<file path="config.mk">
export PLATFORM = sky130hd
export DESIGN_NAME = carousel_frame_scheduler_flat
export DESIGN_NICKNAME = d
export VERILOG_FILES = /design/src/design/csf_pkg.sv /design/src/design/csf_if.sv /design/src/design/csf_cfg_regs.sv /design/src/design/csf_core.sv /design/src/design/carousel_frame_scheduler.sv /design/src/flat_wrapper.sv
export SDC_FILE = /design/constraint.sdc
export NUM_CORES = 1
export LEC_CHECK = 0
export ABC_AREA = 1
export BUFFER_PORTS_ARGS = -buffer_cell sky130_fd_sc_hd__buf_2
export CAP_MARGIN = 10
export CORE_MARGIN = 2
export CORE_UTILIZATION = 29
export DETAILED_ROUTE_END_ITERATION = 16
export GPL_TIMING_DRIVEN = 0
export PLACE_DENSITY = 0.45
export SLEW_MARGIN = 20
export SYNTH_ARGS = -nofsm -noshare
export SYNTH_HDL_FRONTEND = slang
export SYNTH_SLANG_ARGS = --single-unit
export TNS_END_PERCENT = 5
</file>
<file path="constraint.sdc">
create_clock -name clk -period 9.3 [get_ports clk]
set_input_delay 1.395 -clock clk [delete_from_list [all_inputs] [get_ports clk]]
set_output_delay 1.395 -clock clk [all_outputs]
set_load 0.02 [all_outputs]
</file>
<file path="src/design/csf_pkg.sv">
// Carousel frame scheduler package: field widths, codes and the configuration
// bundle shared by the interfaces and all scheduler modules. No dependencies.
package csf_pkg;

	localparam int unsigned BLOCK_W  = 17;
	localparam int unsigned SLOT_W   = 13;
	localparam int unsigned REPEAT_W = 8;
	localparam int unsigned FPS_W    = 8;
	localparam int unsigned EQ_W     = 18;
	localparam int unsigned FRAME_W  = 24;
	localparam int unsigned POS_W    = 10;
	localparam int unsigned GAP_W    = 16;
	localparam int unsigned IDX_W    = 3;
	localparam int unsigned CFG_W    = 17;

	localparam int unsigned DEF_MAX_BLOCKS      = 65536;
	localparam int unsigned DEF_MAX_FPS         = 240;
	localparam int unsigned DEF_CADENCE_SECONDS = 1;
	localparam int unsigned DEF_MIN_REPAIR      = 8;
	localparam int unsigned DEF_REPAIR_RATIO    = 10;

	localparam int unsigned RECORD_KINDS = 3;

	typedef enum logic [1:0] {
		ST_OK       = 2'd0,
		ST_COMPLETE = 2'd1,
		ST_INVALID  = 2'd2
	} status_t;

	typedef enum logic [1:0] {
		KIND_SESSION  = 2'd0,
		KIND_MANIFEST = 2'd1,
		KIND_SEGMENT  = 2'd2,
		KIND_DATA     = 2'd3
	} frame_kind_t;

	typedef enum logic [IDX_W-1:0] {
		REG_BLOCK_COUNT     = 3'd0,
		REG_REPAIR_ENABLE   = 3'd1,
		REG_SLOTS_PER_FRAME = 3'd2,
		REG_CONTROL_REPEATS = 3'd3,
		REG_FRAMES_PER_SEC  = 3'd4
	} cfg_reg_t;

	typedef struct packed {
		logic                restart;
		logic [BLOCK_W-1:0]  block_count;
		logic                repair_enable;
		logic [SLOT_W-1:0]   slots_per_frame;
		logic [REPEAT_W-1:0] control_repeats;
		logic [FPS_W-1:0]    frames_per_second;
		logic [BLOCK_W-1:0]  repair_quot;   // (block_count - 1) / REPAIR_RATIO
	} cfg_t;

endpackage

</file>
<file path="src/design/csf_if.sv">
// Handshake interfaces for the command word and the frame word.
// Depends on csf_pkg.
interface csf_cmd_if;
	logic valid;
	logic ready;
	logic advance;

	modport source (output valid, output advance, input ready);
	modport sink (input valid, input advance, output ready);
endinterface

interface csf_frame_if;
	import csf_pkg::*;

	logic                valid;
	logic                ready;
	status_t             status;
	frame_kind_t         frame_kind;
	logic [EQ_W-1:0]     first_equation;
	logic [SLOT_W-1:0]   equation_count;
	logic [FRAME_W-1:0]  frame_number;
	logic                round_done;

	modport source (output valid, output status, output frame_kind, output first_equation,
		output equation_count, output frame_number, output round_done, input ready);
	modport sink (input valid, input status, input frame_kind, input first_equation,
		input equation_count, input frame_number, input round_done, output ready);
endinterface

</file>
<file path="src/design/csf_cfg_regs.sv">
// Configuration registers with write decode and the precomputed repair quotient.
// Depends on csf_pkg.
module csf_cfg_regs #(
	parameter int unsigned REPAIR_RATIO = csf_pkg::DEF_REPAIR_RATIO
) (
	input  logic                        clk,
	input  logic                        arst_n,
	input  logic                        cfg_we,
	input  logic [csf_pkg::IDX_W-1:0]   cfg_index,
	input  logic [csf_pkg::CFG_W-1:0]   cfg_wdata,
	output csf_pkg::cfg_t               cfg
);
	import csf_pkg::*;

	// reciprocal multiply: exact for 17-bit dividends and ratios below 128
	localparam int unsigned RecipShift = BLOCK_W + 8;
	localparam int unsigned RecipW     = RecipShift + 1;
	localparam int unsigned ProdW      = RecipW + BLOCK_W;
	localparam logic [RecipW-1:0] RecipMul = RecipW'(((64'd1 << RecipShift)
		+ 64'(REPAIR_RATIO) - 64'd1) / 64'(REPAIR_RATIO));

	logic [BLOCK_W-1:0]  block_count_q;
	logic                repair_enable_q;
	logic [SLOT_W-1:0]   slots_q;
	logic [REPEAT_W-1:0] repeats_q;
	logic [FPS_W-1:0]    fps_q;
	logic [BLOCK_W-1:0]  quot_q;

	logic [BLOCK_W-1:0]  bc_m1;
	logic [ProdW-1:0]    prod;
	logic                hit;

	assign bc_m1 = cfg_wdata[BLOCK_W-1:0] - BLOCK_W'(1);
	assign prod  = ProdW'(bc_m1) * ProdW'(RecipMul);

	always_comb begin
		case (cfg_index)
			REG_BLOCK_COUNT, REG_REPAIR_ENABLE, REG_SLOTS_PER_FRAME,
			REG_CONTROL_REPEATS, REG_FRAMES_PER_SEC: hit = cfg_we;
			default: hit = 1'b0;
		endcase
	end

	always_ff @(posedge clk or negedge arst_n) begin
		if (!arst_n) begin
			block_count_q   <= BLOCK_W'(1);
			repair_enable_q <= 1'b0;
			slots_q         <= SLOT_W'(1);
			repeats_q       <= REPEAT_W'(1);
			fps_q           <= '0;
			quot_q          <= '0;
		end else begin
			if (cfg_we) begin
				case (cfg_index)
					REG_BLOCK_COUNT: begin
						block_count_q <= cfg_wdata[BLOCK_W-1:0];
						quot_q        <= prod[RecipShift +: BLOCK_W];
					end
					REG_REPAIR_ENABLE:   repair_enable_q <= cfg_wdata[0];
					REG_SLOTS_PER_FRAME: slots_q         <= cfg_wdata[SLOT_W-1:0];
					REG_CONTROL_REPEATS: repeats_q       <= cfg_wdata[REPEAT_W-1:0];
					REG_FRAMES_PER_SEC:  fps_q           <= cfg_wdata[FPS_W-1:0];
					default: ;
				endcase
			end
		end
	end

	// round restarts at the write edge
	assign cfg.restart           = hit;
	assign cfg.block_count       = block_count_q;
	assign cfg.repair_enable     = repair_enable_q;
	assign cfg.slots_per_frame   = slots_q;
	assign cfg.control_repeats   = repeats_q;
	assign cfg.frames_per_second = fps_q;
	assign cfg.repair_quot       = quot_q;

endmodule

</file>
<file path="src/design/csf_core.sv">
// Frame sequencer: round state, one frame decision per accepted command word,
// and the result register. Depends on csf_pkg and csf_if.
module csf_core #(
	parameter int unsigned MAX_BLOCKS      = csf_pkg::DEF_MAX_BLOCKS,
	parameter int unsigned MAX_FPS         = csf_pkg::DEF_MAX_FPS,
	parameter int unsigned CADENCE_SECONDS = csf_pkg::DEF_CADENCE_SECONDS,
	parameter int unsigned MIN_REPAIR      = csf_pkg::DEF_MIN_REPAIR
) (
	input  logic          clk,
	input  logic          arst_n,
	input  csf_pkg::cfg_t cfg,
	csf_cmd_if.sink       cmd,
	csf_frame_if.source   frame
);
	import csf_pkg::*;

	// round state
	logic [FRAME_W-1:0]  frame_cnt_q;
	logic                in_burst_q;
	logic [POS_W-1:0]    burst_pos_q;
	logic [REPEAT_W-1:0] repeat_cnt_q;
	logic [1:0]          record_q;
	logic [EQ_W-1:0]     eq_sent_q;
	logic [GAP_W-1:0]    gap_cnt_q;
	logic                complete_q;

	// result register
	logic                out_valid_q;
	status_t             status_q;
	frame_kind_t         kind_q;
	logic [EQ_W-1:0]     first_q;
	logic [SLOT_W-1:0]   count_q;
	logic [FRAME_W-1:0]  number_q;
	logic                done_q;

	logic                accept;
	logic                cfg_ok;
	logic [EQ_W-1:0]     repair;
	logic [EQ_W-1:0]     total;
	logic [GAP_W-1:0]    cadence;
	logic [POS_W-1:0]    burst_len;
	logic [GAP_W-1:0]    gap;
	logic [EQ_W-1:0]     left;
	logic [SLOT_W-1:0]   count;
	frame_kind_t         kind;
	logic [EQ_W-1:0]     sent_nxt;
	logic [POS_W-1:0]    pos_inc;
	logic [REPEAT_W-1:0] rep_inc;
	logic [GAP_W-1:0]    gap_inc;

	assign cmd.ready = !out_valid_q || frame.ready;
	assign accept    = cmd.valid && cmd.ready;

	always_comb begin
		cfg_ok = 1'b1;
		if (cfg.block_count == '0 || 21'(cfg.block_count) > 21'(MAX_BLOCKS))
			cfg_ok = 1'b0;
		if (cfg.slots_per_frame == '0 || cfg.control_repeats == '0)
			cfg_ok = 1'b0;
		if (11'(cfg.frames_per_second) > 11'(MAX_FPS))
			cfg_ok = 1'b0;
		if (cfg.repair_enable && cfg.block_count < BLOCK_W'(2))
			cfg_ok = 1'b0;
	end

	always_comb begin
		repair = EQ_W'(cfg.repair_quot) + EQ_W'(1);
		if (repair < EQ_W'(MIN_REPAIR))
			repair = EQ_W'(MIN_REPAIR);
		if (!cfg.repair_enable)
			repair = '0;
		total = EQ_W'(cfg.block_count) + repair;
	end

	assign cadence   = GAP_W'(cfg.frames_per_second) * GAP_W'(CADENCE_SECONDS);
	assign burst_len = POS_W'(cfg.control_repeats) * POS_W'(RECORD_KINDS);

	always_comb begin
		if (cadence == '0)
			gap = '0;
		else if (cadence > GAP_W'(burst_len))
			gap = cadence - GAP_W'(burst_len);
		else
			gap = GAP_W'(1);
	end

	assign left     = total - eq_sent_q;
	assign count    = (left < EQ_W'(cfg.slots_per_frame)) ? SLOT_W'(left) : cfg.slots_per_frame;
	assign sent_nxt = eq_sent_q + EQ_W'(count);
	assign pos_inc  = burst_pos_q + POS_W'(1);
	assign rep_inc  = repeat_cnt_q + REPEAT_W'(1);
	assign gap_inc  = gap_cnt_q + GAP_W'(1);

	always_comb begin
		case (record_q)
			2'd0:    kind = KIND_SESSION;
			2'd1:    kind = KIND_MANIFEST;
			default: kind = KIND_SEGMENT;
		endcase
		if (!in_burst_q)
			kind = KIND_DATA;
	end

	always_ff @(posedge clk or negedge arst_n) begin
		if (!arst_n) begin
			frame_cnt_q  <= '0;
			in_burst_q   <= 1'b1;
			burst_pos_q  <= '0;
			repeat_cnt_q <= '0;
			record_q     <= '0;
			eq_sent_q    <= '0;
			gap_cnt_q    <= '0;
			complete_q   <= 1'b0;
		end else if (cfg.restart) begin
			frame_cnt_q  <= '0;
			in_burst_q   <= 1'b1;
			burst_pos_q  <= '0;
			repeat_cnt_q <= '0;
			record_q     <= '0;
			eq_sent_q    <= '0;
			gap_cnt_q    <= '0;
			complete_q   <= 1'b0;
		end else if (accept && cmd.advance && cfg_ok && !complete_q) begin
			frame_cnt_q <= frame_cnt_q + FRAME_W'(1);
			if (in_burst_q) begin
				if (pos_inc >= burst_len) begin
					in_burst_q   <= 1'b0;
					burst_pos_q  <= '0;
					repeat_cnt_q <= '0;
					record_q     <= '0;
				end else begin
					burst_pos_q <= pos_inc;
					if (rep_inc >= cfg.control_repeats) begin
						repeat_cnt_q <= '0;
						record_q     <= record_q + 2'd1;
					end else begin
						repeat_cnt_q <= rep_inc;
					end
				end
			end else begin
				eq_sent_q <= sent_nxt;
				// sent reaching total is the same as the last data frame going out
				if (sent_nxt >= total) begin
					complete_q <= 1'b1;
					gap_cnt_q  <= gap_inc;
				end else if (gap != '0 && gap_inc >= gap) begin
					in_burst_q <= 1'b1;
					gap_cnt_q  <= '0;
				end else begin
					gap_cnt_q <= gap_inc;
				end
			end
		end
	end

	always_ff @(posedge clk or negedge arst_n) begin
		if (!arst_n)
			out_valid_q <= 1'b0;
		else if (accept)
			out_valid_q <= 1'b1;
		else if (frame.ready)
			out_valid_q <= 1'b0;
	end

	always_ff @(posedge clk) begin
		if (accept) begin
			if (!cfg_ok) begin
				status_q <= ST_INVALID;
				kind_q   <= KIND_SESSION;
				first_q  <= '0;
				count_q  <= '0;
				number_q <= '0;
				done_q   <= 1'b0;
			end else if (complete_q) begin
				status_q <= ST_COMPLETE;
				kind_q   <= KIND_SESSION;
				first_q  <= '0;
				count_q  <= '0;
				number_q <= frame_cnt_q;
				done_q   <= 1'b1;
			end else begin
				status_q <= ST_OK;
				kind_q   <= kind;
				first_q  <= in_burst_q ? '0 : eq_sent_q;
				count_q  <= in_burst_q ? '0 : count;
				number_q <= frame_cnt_q;
				done_q   <= cmd.advance && !in_burst_q && (sent_nxt >= total);
			end
		end
	end

	assign frame.valid          = out_valid_q;
	assign frame.status         = status_q;
	assign frame.frame_kind     = kind_q;
	assign frame.first_equation = first_q;
	assign frame.equation_count = count_q;
	assign frame.frame_number   = number_q;
	assign frame.round_done     = done_q;

endmodule

</file>
<file path="src/design/carousel_frame_scheduler.sv">
// Carousel frame scheduler top level: configuration registers and frame sequencer.
// A frame word appears in the cycle after its command word is accepted; one command
// word per cycle unless frame stalls; the result register decouples the two sides.
// Reset (arst_n low) restores default configuration and restarts the round with a burst.
// Depends on csf_pkg, csf_if, csf_cfg_regs and csf_core.
module carousel_frame_scheduler #(
	parameter int unsigned MAX_BLOCKS      = csf_pkg::DEF_MAX_BLOCKS,
	parameter int unsigned MAX_FPS         = csf_pkg::DEF_MAX_FPS,
	parameter int unsigned CADENCE_SECONDS = csf_pkg::DEF_CADENCE_SECONDS,
	parameter int unsigned MIN_REPAIR      = csf_pkg::DEF_MIN_REPAIR,
	parameter int unsigned REPAIR_RATIO    = csf_pkg::DEF_REPAIR_RATIO
) (
	input  logic                      clk,
	input  logic                      arst_n,
	input  logic                      cfg_we,
	input  logic [csf_pkg::IDX_W-1:0] cfg_index,
	input  logic [csf_pkg::CFG_W-1:0] cfg_wdata,
	csf_cmd_if.sink                   cmd,
	csf_frame_if.source               frame
);
	import csf_pkg::*;

	cfg_t cfg;

	csf_cfg_regs #(
		.REPAIR_RATIO (REPAIR_RATIO)
	) u_cfg (
		.clk       (clk),
		.arst_n    (arst_n),
		.cfg_we    (cfg_we),
		.cfg_index (cfg_index),
		.cfg_wdata (cfg_wdata),
		.cfg       (cfg)
	);

	csf_core #(
		.MAX_BLOCKS      (MAX_BLOCKS),
		.MAX_FPS         (MAX_FPS),
		.CADENCE_SECONDS (CADENCE_SECONDS),
		.MIN_REPAIR      (MIN_REPAIR)
	) u_core (
		.clk    (clk),
		.arst_n (arst_n),
		.cfg    (cfg),
		.cmd    (cmd),
		.frame  (frame)
	);

endmodule
</file>
<file path="src/flat_wrapper.sv">
// flat-port wrapper written by rule: the top's interface ports become plain ports
module carousel_frame_scheduler_flat import csf_pkg::*;
#(
	parameter int unsigned MAX_BLOCKS      = csf_pkg::DEF_MAX_BLOCKS,
	parameter int unsigned MAX_FPS         = csf_pkg::DEF_MAX_FPS,
	parameter int unsigned CADENCE_SECONDS = csf_pkg::DEF_CADENCE_SECONDS,
	parameter int unsigned MIN_REPAIR      = csf_pkg::DEF_MIN_REPAIR,
	parameter int unsigned REPAIR_RATIO    = csf_pkg::DEF_REPAIR_RATIO
)
  (clk, arst_n, cfg_we, cfg_index, cfg_wdata, cmd_valid, cmd_advance, cmd_ready, frame_valid, frame_status, frame_frame_kind, frame_first_equation, frame_equation_count, frame_frame_number, frame_round_done, frame_ready);
  csf_cmd_if cmd_i ();
  csf_frame_if frame_i ();
  input  logic clk;
  input  logic arst_n;
  input  logic cfg_we;
  input  logic [csf_pkg::IDX_W-1:0] cfg_index;
  input  logic [csf_pkg::CFG_W-1:0] cfg_wdata;
  input wire logic [$bits(cmd_i.valid)-1:0] cmd_valid;
  input wire logic [$bits(cmd_i.advance)-1:0] cmd_advance;
  output wire logic [$bits(cmd_i.ready)-1:0] cmd_ready;
  output wire logic [$bits(frame_i.valid)-1:0] frame_valid;
  output wire logic [$bits(frame_i.status)-1:0] frame_status;
  output wire logic [$bits(frame_i.frame_kind)-1:0] frame_frame_kind;
  output wire logic [$bits(frame_i.first_equation)-1:0] frame_first_equation;
  output wire logic [$bits(frame_i.equation_count)-1:0] frame_equation_count;
  output wire logic [$bits(frame_i.frame_number)-1:0] frame_frame_number;
  output wire logic [$bits(frame_i.round_done)-1:0] frame_round_done;
  input wire logic [$bits(frame_i.ready)-1:0] frame_ready;
  assign cmd_i.valid = cmd_valid;
  assign cmd_i.advance = cmd_advance;
  assign cmd_ready = cmd_i.ready;
  assign frame_valid = frame_i.valid;
  assign frame_status = frame_i.status;
  assign frame_frame_kind = frame_i.frame_kind;
  assign frame_first_equation = frame_i.first_equation;
  assign frame_equation_count = frame_i.equation_count;
  assign frame_frame_number = frame_i.frame_number;
  assign frame_round_done = frame_i.round_done;
  assign frame_i.ready = frame_ready;
  carousel_frame_scheduler #(.MAX_BLOCKS(MAX_BLOCKS), .MAX_FPS(MAX_FPS), .CADENCE_SECONDS(CADENCE_SECONDS), .MIN_REPAIR(MIN_REPAIR), .REPAIR_RATIO(REPAIR_RATIO)) u_core (.clk(clk), .arst_n(arst_n), .cfg_we(cfg_we), .cfg_index(cfg_index), .cfg_wdata(cfg_wdata), .cmd(cmd_i), .frame(frame_i));
endmodule
</file>
Word-level counts from Yosys, hierarchy flattened
Cells that the tools add are included.
Storage, ports and cells
  flip-flop bits (word level): 202
  input port bits: 26
  output and inout bits: 62
  logic and storage cells: 139
Cells by class
  add/subtract/negate cells: 11
  multipliers: 2
  order comparisons: 10
  equality and inequality tests: 6
  multiplexer cells: 50
  bitwise logic cells: 1
  reductions and logical operators: 38
Operators by type and width (number)
  two-way mux 16 bit: 7
  two-way mux 18 bit: 4
  two-way mux 24 bit: 2
  two-way mux 10 bit: 4
  two-way mux 8 bit: 5
  multiplier 17 x 20 -> 37 bit, second input constant: 1
  adder 24 x 1 -> 24 bit, second input constant: 1
  two-way mux 1 bit: 19
  adder 17 x 18 -> 18 bit: 1
  adder 18 x 13 -> 18 bit: 1
  >= comparator 18 bit: 1
  less-than comparator 18 x 13 -> 1 bit: 1
  subtractor 18 bit: 1
  > comparator 17 bit, second input constant: 1
  zero test 17 bit: 1
  less-than comparator 17 x 2 -> 1 bit, second input constant: 1
  subtractor 17 x 1 -> 17 bit, second input constant: 1
  adder 16 x 1 -> 16 bit, second input constant: 1
  >= comparator 16 bit: 1
  zero test 16 bit: 1
  nonzero test 16 bit: 1
  adder 14 x 1 -> 15 bit, second input constant: 1
  less-than comparator 15 x 4 -> 1 bit, second input constant: 1
  two-way mux 15 bit: 1
  other kinds (32): 59

Depth between registers and ports, before layout
  depth in word-level cells: 14
  depth in mapped cells: 69
  depth with buffers taken out: 68

Modules after synthesis
Synthesis repeated with hierarchy kept, for this count alone.
Unflattened totals
  cell total of the unflattened synthesis: 2670
  area, all modules: 20419.6 sq um
Modules (own cells, without submodules)
  csf_core: instances 1, cells an instance 1673, area an instance 12303.0 sq um, sequential area each 3829.9 sq um
  csf_cfg_regs: instances 1, cells an instance 997, area an instance 8116.5 sq um, sequential area each 1530.2 sq um

Worst setup path before layout
Ideal clock, no wire load.
  path type: flip-flop to flip-flop
  from: reg u_core.u_cfg.quot_q[0]
  to: reg u_core.u_core.gap_cnt_q[10]
  setup time: 0.117 ns
  data arrival time: 8.060 ns
  data required time: 9.183 ns
  path slack: 1.123 ns
  stages on the path, launching flop included: 56
  period minus slack after synthesis: 8.177 ns
  path through: dfrtp_1 ha_1 nand2_1 nor2_1 nand3_1 nor3b_2 nand4_1 nor2_1 xnor2_1 nand4_1 nand2_1 nor2_1 ha_1 fa_1 nand4_1 and3_1 o21ai_1 a21boi_0 [... 20 more ...] nand2_1 nand3_1 o2111ai_1 a21oi_1 nor2_1 nand2_1 xor2_1 ha_1 nand2_1 o21ai_0 a31oi_1 nand3_1 a21oi_1 nand2_1 o21bai_4 buf_6 nand3_1 nand2_1
Between the ends
  longest elaborated chain between the ends: 14
RTL lines
  from (decl): RTL line csf_cfg_regs.sv:27  | logic [BLOCK_W-1:0] quot_q;
  from (signal assigned): RTL line csf_cfg_regs.sv:57  | quot_q <= prod[RecipShift +: BLOCK_W];
  adder 14 x 1 -> 15 bit *: RTL line csf_core.sv:67  | repair = EQ_W'(cfg.repair_quot) + EQ_W'(1);
  less-than comparator 15 x 4 -> 1 bit: RTL line csf_core.sv:68  | if (repair < EQ_W'(MIN_REPAIR))
  two-way mux 15 bit *: RTL line csf_core.sv:68
  two-way mux 18 bit *: RTL line csf_core.sv:70  | if (!cfg.repair_enable)
  adder 17 x 18 -> 18 bit *: RTL line csf_core.sv:72  | total = EQ_W'(cfg.block_count) + repair;
  subtractor 18 bit *: RTL line csf_core.sv:87  | assign left = total - eq_sent_q;
  less-than comparator 18 x 13 -> 1 bit: RTL line csf_core.sv:88  | assign count = (left < EQ_W'(cfg.slots_per_frame)) ? SLOT_W'(left) : cfg.slots_per_frame;
  two-way mux 13 bit *: RTL line csf_core.sv:88
  via u_core.u_core.count[0]: RTL line csf_core.sv:44  | logic [SLOT_W-1:0] count;
  adder 18 x 13 -> 18 bit *: RTL line csf_core.sv:89  | assign sent_nxt = eq_sent_q + EQ_W'(count);
  >= comparator 18 bit *: RTL line csf_core.sv:143  | if (sent_nxt >= total) begin
  two-way mux 16 bit *: RTL line csf_core.sv:143
  two-way mux 16 bit *: RTL line csf_core.sv:125  | if (in_burst_q) begin
  two-way mux 16 bit *: RTL line csf_core.sv:123  | end else if (accept && cmd.advance && cfg_ok && !complete_q) begin
  two-way mux 16 bit *: RTL line csf_core.sv:114  | end else if (cfg.restart) begin
  to (signal assigned): RTL line csf_core.sv:145  | gap_cnt_q <= gap_inc;
  to (signal assigned): RTL line csf_core.sv:150  | gap_cnt_q <= gap_inc;
  to (decl): RTL line csf_core.sv:24  | logic [GAP_W-1:0] gap_cnt_q;
The timed path passes the listed nets; every way through them passes the cells marked *. The select of a mux whose other input is x is not followed.
A chain may end at the register's enable or synchronous reset.

Worst setup path in the final report
  from: reg u_core.u_cfg.quot_q[0]
  to: reg u_core.u_core.gap_cnt_q[12]
The elaborated chain is that of the path after synthesis.

==> results.py <==
metrics = {
    "status": {
        "status": "finished, final reports clean",
    },
    "pwr": {
        "power_per_cell_area_nw_per_um2": 383,
        "ir_worst_vdd_mv": 0.209,
        "p_total_uw": 9130,
        "p_leak_uw": 0.0116,
    },
    "detailed_routing": {
        "via_count": 16600,
        "drt-wirelength-per-cell_um": 16.2,
        "remaining_drc_errors": 0,
        "ant_nets": 0,
        "detail_route.iter0.violations": 830,
        "avgViaCountPerCell": 4.69,
        "drtPass1Iterations": 6,
        "route.final.wire_length_um": 57400,
    },
    "synthesis": {
        "synth_warnings": 0,
        "synthDistinctLibCells": 56,
        "synth.avg_cell_area_sq_um": 7.90,
        "synth_cells": 2462,
        "synth_area_sq_um": 19500,
        "syn-num-nets": 2842,
        "yosysSeqAreaShare": 0.275,
        "ys_ff_latch": 202,
    },
    "setup_path": {
        "worst_r2r_startpoint": "u_core.u_cfg.quot_q[0]$_DFFE_PN0P_",
        "worst_case_register_to_register_setup_slack_ns": 0.30,
        "r2r_end": "u_core.u_core.gap_cnt_q[12]$_DFFE_PN0P_",
        "worst_path_max_delay_cell": "sky130_fd_sc_hd__dfrtp_1",
        "critical_path.startpoint_type": "flip-flop",
        "rr_worst_depth": 63,
        "timing.critical_path.required_ns": 9.78,
        "critPathMaxFanout": 6,
        "critPathArrivalTime_ns": 9.48,
        "endpoint_kind": "flip-flop",
        "cpMostUsedCell": "sky130_fd_sc_hd__buf_4",
        "setup.worst_path.class": "reg -> reg",
        "max_stage_delay_ns": 0.36,
    },
    "worst_hold_path": {
        "worstHoldPathType": "reg -> reg",
        "worst_hold_path.num_cells": 2,
        "timing.hold.worst.start": "u_core.u_core.record_q[1]$_DFFE_PN0P_",
        "hold-path-endpoint": "u_core.u_core.record_q[1]$_DFFE_PN0P_",
    },
    "final_layout": {
        "highest_count_cells_in_the_layout_ignoring_fill_and_taps": "sky130_fd_sc_hd__nand2_1 (469), sky130_fd_sc_hd__inv_1 (385), sky130_fd_sc_hd__ha_1 (239)",
        "total_inserted_antenna_cells": 0,
        "layout_cell_share_with_drive_strength_beyond_1": 0.174,
        "layout.nets": 3042,
        "area_growth_pct": 22.5,
        "commonest_non_fill_non_tap_cell_in_the_layout": "sky130_fd_sc_hd__nand2_1",
    },
    "timing": {
        "finalSetupViolCount": 0,
        "clock_skew_ns": 0.0179,
        "fin_crit_sh": 0.968,
        "tns_ns": 0,
        "tightestPinTransition_ns": 0.884,
        "max_freq_mhz": 111,
        "number_of_hold_slack_violations_in_the_final_timing_report": 0,
        "final.min_clock_period_ns": 9.00,
        "slew_violations": 0,
        "fin_hold_ws_ns": 0.489,
        "grt_setup_unrepaired": "yes",
        "slew_headroom": 0.409,
    },
    "floorplanning": {
        "rows": 94,
        "design.die.area_sq_um": 69200,
        "die_width_um": 263,
        "coreArea_sq_um": 66100,
        "die_height_um": 263,
        "start_util": 0.294,
        "pin_count": 88,
    },
    "clocking": {
        "cts_tree": "yes",
        "cts.root.buffer_cell": "sky130_fd_sc_hd__clkbuf_16",
        "clkLatencyLatePin_ns": 0.55,
        "cts_inserted_buffers": 25,
        "clock_sinks": 202,
        "cts.reportedPaths.clkPinSlew_ns": 0.06,
        "clockBufferDepth": 3,
        "post_cts_hold_buffer_count": 0,
        "htree_num_levels": 1,
    },
    "grt": {
        "global_route_wire_length_before_repair_um": 90000,
        "total_grt_overflow": 0,
        "gr-usage-all-layers": 0.161,
        "first_global_vias": 16900,
        "grt_max_degree": 88,
        "antenna_found_initial": 2,
    },
    "place": {
        "port-buffer-count": 87,
        "dpl.hpwl_um": 46100,
        "place.gp.congestion": 0.903,
    },
    "flow_run": {
        "drv.max_cap_violation_count": 0,
    },
}
[state kept, by name, indices dropped and copies added (netlist names), 2 cells and up]
signal	cells
u_core.u_core.repeat_cnt_q	8
u_core.u_core.eq_sent_q	18
u_core.u_core.burst_pos_q	10
u_core.u_core.gap_cnt_q	16
u_core.u_cfg.fps_q	8
u_core.u_core.frame.status	2
u_core.u_core.frame.frame_kind	2
u_core.u_cfg.slots_q	13
u_core.u_core.record_q	2
u_core.u_cfg.repeats_q	8
u_core.u_cfg.block_count_q	17
u_core.u_core.frame.frame_number	24
u_core.u_core.frame_cnt_q	24
u_core.u_core.frame.first_equation	18
u_core.u_core.frame.equation_count	13
u_core.u_cfg.quot_q	14
[synth_stat cells (all sizes together)]
master     n  area, sq um
o21bai     7         63.8
nand3    140          731
and2       1         6.26
o21a       7         52.6
nand3b    23          173
inv      408         1530
edfxtp    60         1800
a21o       8         60.1
nor3b      2         20.0
a31o       3         26.3
ha       268         3350
dfrtp    138         3450
or2        4         25.0
dfstp      4          105
buf       15         88.8
nand2    525         2030
a31oi      6         37.5
nor4      18          113
o2111ai    2         17.5
xnor2     30          263
fa        86         1720
and3       6         37.5
o22ai      4         25.0
o311ai     1         8.76
clkinv     1         3.75
o211ai     8         60.1
o31ai     16          120
nor3      35          190
a21boi     3         22.5
xor2      90          796
nor2     217          840
o21ai    139          703
clkbuf    21         80.1
a21oi    128          667
nand4     36          225
conb       1         3.75
a211oi     1         7.51
[per-stage QoR]
step | instances | area (sq um) | setup slack, ns | utilization
6_report | 3545 | 23800 | 0.299 | 0.361
5_1_grt | 3545 | 23800 | -0.200 | 0.361
4_1_cts | 3494 | 22500 | 0.00462 | 0.340
3_5_place_dp | 3415 | 21000 | -1.05 | 0.318
3_3_place_gp | 3413 | 21000 | -1.01 | 0.317
2_1_floorplan | 2462 | 19500 | 1.12 | -
[cell type report]
class | instances | area [sq um]
Fill cell | 6967 | 42300
Multi-Input combinational cell | 1815 | 13600
Sequential cell | 202 | 5360
Inverter | 409 | 1540
Timing Repair Buffer | 173 | 1180
Tap cell | 864 | 1080
Clock buffer | 34 | 679
Buffer | 36 | 185
Clock inverter | 12 | 179
[per-layer routing]
layer	vias to the layer above	GRT usage	wire length, um
met3	74	0.0138	1590
met2	241	0.278	27400
li1	8439	-	-
met4	2	0.0364	1100
met1	7883	0.219	27300
met5	-	0	13
[cells by family (layout without fill, tap and decap cells)]
| group | count (synthesis) | in the layout | share of synthesized area |
|---|---|---|---|
| buffers and inverters | 445 | 664 | 0.0876 |
| other | 1 | 1 | 0.000193 |
| flip-flops | 202 | 202 | 0.275 |
| adder cells (fa/ha/maj) | 354 | 354 | 0.261 |
| AND/OR/NAND/NOR | 1007 | 1007 | 0.225 |
| AO/OA/AOI/OAI | 333 | 333 | 0.0962 |
| XOR/XNOR | 120 | 120 | 0.0544 |
[worst max-delay path: cells and delay by family (launching register included)]
family / cells / cell delay [ns]
buffers and inverters: 23 / 2.76
and+or+nand+nor: 26 / 3.01
AOI/OAI and AO/OA: 7 / 1.04
xor gates and xnor gates: 2 / 0.40
DFF: 1 / 0.36
adders and majority gates: 5 / 1.34
[power breakdown]
part	internal, uW	switching, uW	total (uW)	leakage, uW
Clock	626	405	1030	0.000416
Combinational	2730	4220	6950	0.00869
Sequential	1040	110	1150	0.00247
[worst max-delay path by stage]
stage                                       startpoint                                 endpoint  slack [ns]
floorplan           u_core.u_cfg.quot_q[0]$_DFFE_PN0P_  u_core.u_core.gap_cnt_q[10]$_DFFE_PN0P_        1.12
global placement    u_core.u_cfg.quot_q[0]$_DFFE_PN0P_  u_core.u_core.gap_cnt_q[13]$_DFFE_PN0P_       -1.01
detailed placement  u_core.u_cfg.quot_q[0]$_DFFE_PN0P_  u_core.u_core.gap_cnt_q[13]$_DFFE_PN0P_       -1.05
CTS                 u_core.u_cfg.quot_q[1]$_DFFE_PN0P_  u_core.u_core.gap_cnt_q[12]$_DFFE_PN0P_       0.005
global route        u_core.u_cfg.quot_q[0]$_DFFE_PN0P_  u_core.u_core.gap_cnt_q[12]$_DFFE_PN0P_       -0.20
finish              u_core.u_cfg.quot_q[0]$_DFFE_PN0P_  u_core.u_core.gap_cnt_q[12]$_DFFE_PN0P_        0.30
[repair_timing]
action / 4_1_cts / 5_1_grt
pin swaps: 27 / 121
buffers inserted: 33 / 48
gates cloned: 0 / 3
endpoints found under the setup margin: 19 / 19
resized for setup: 66 / 202
Power figures use the tool's default switching activity.
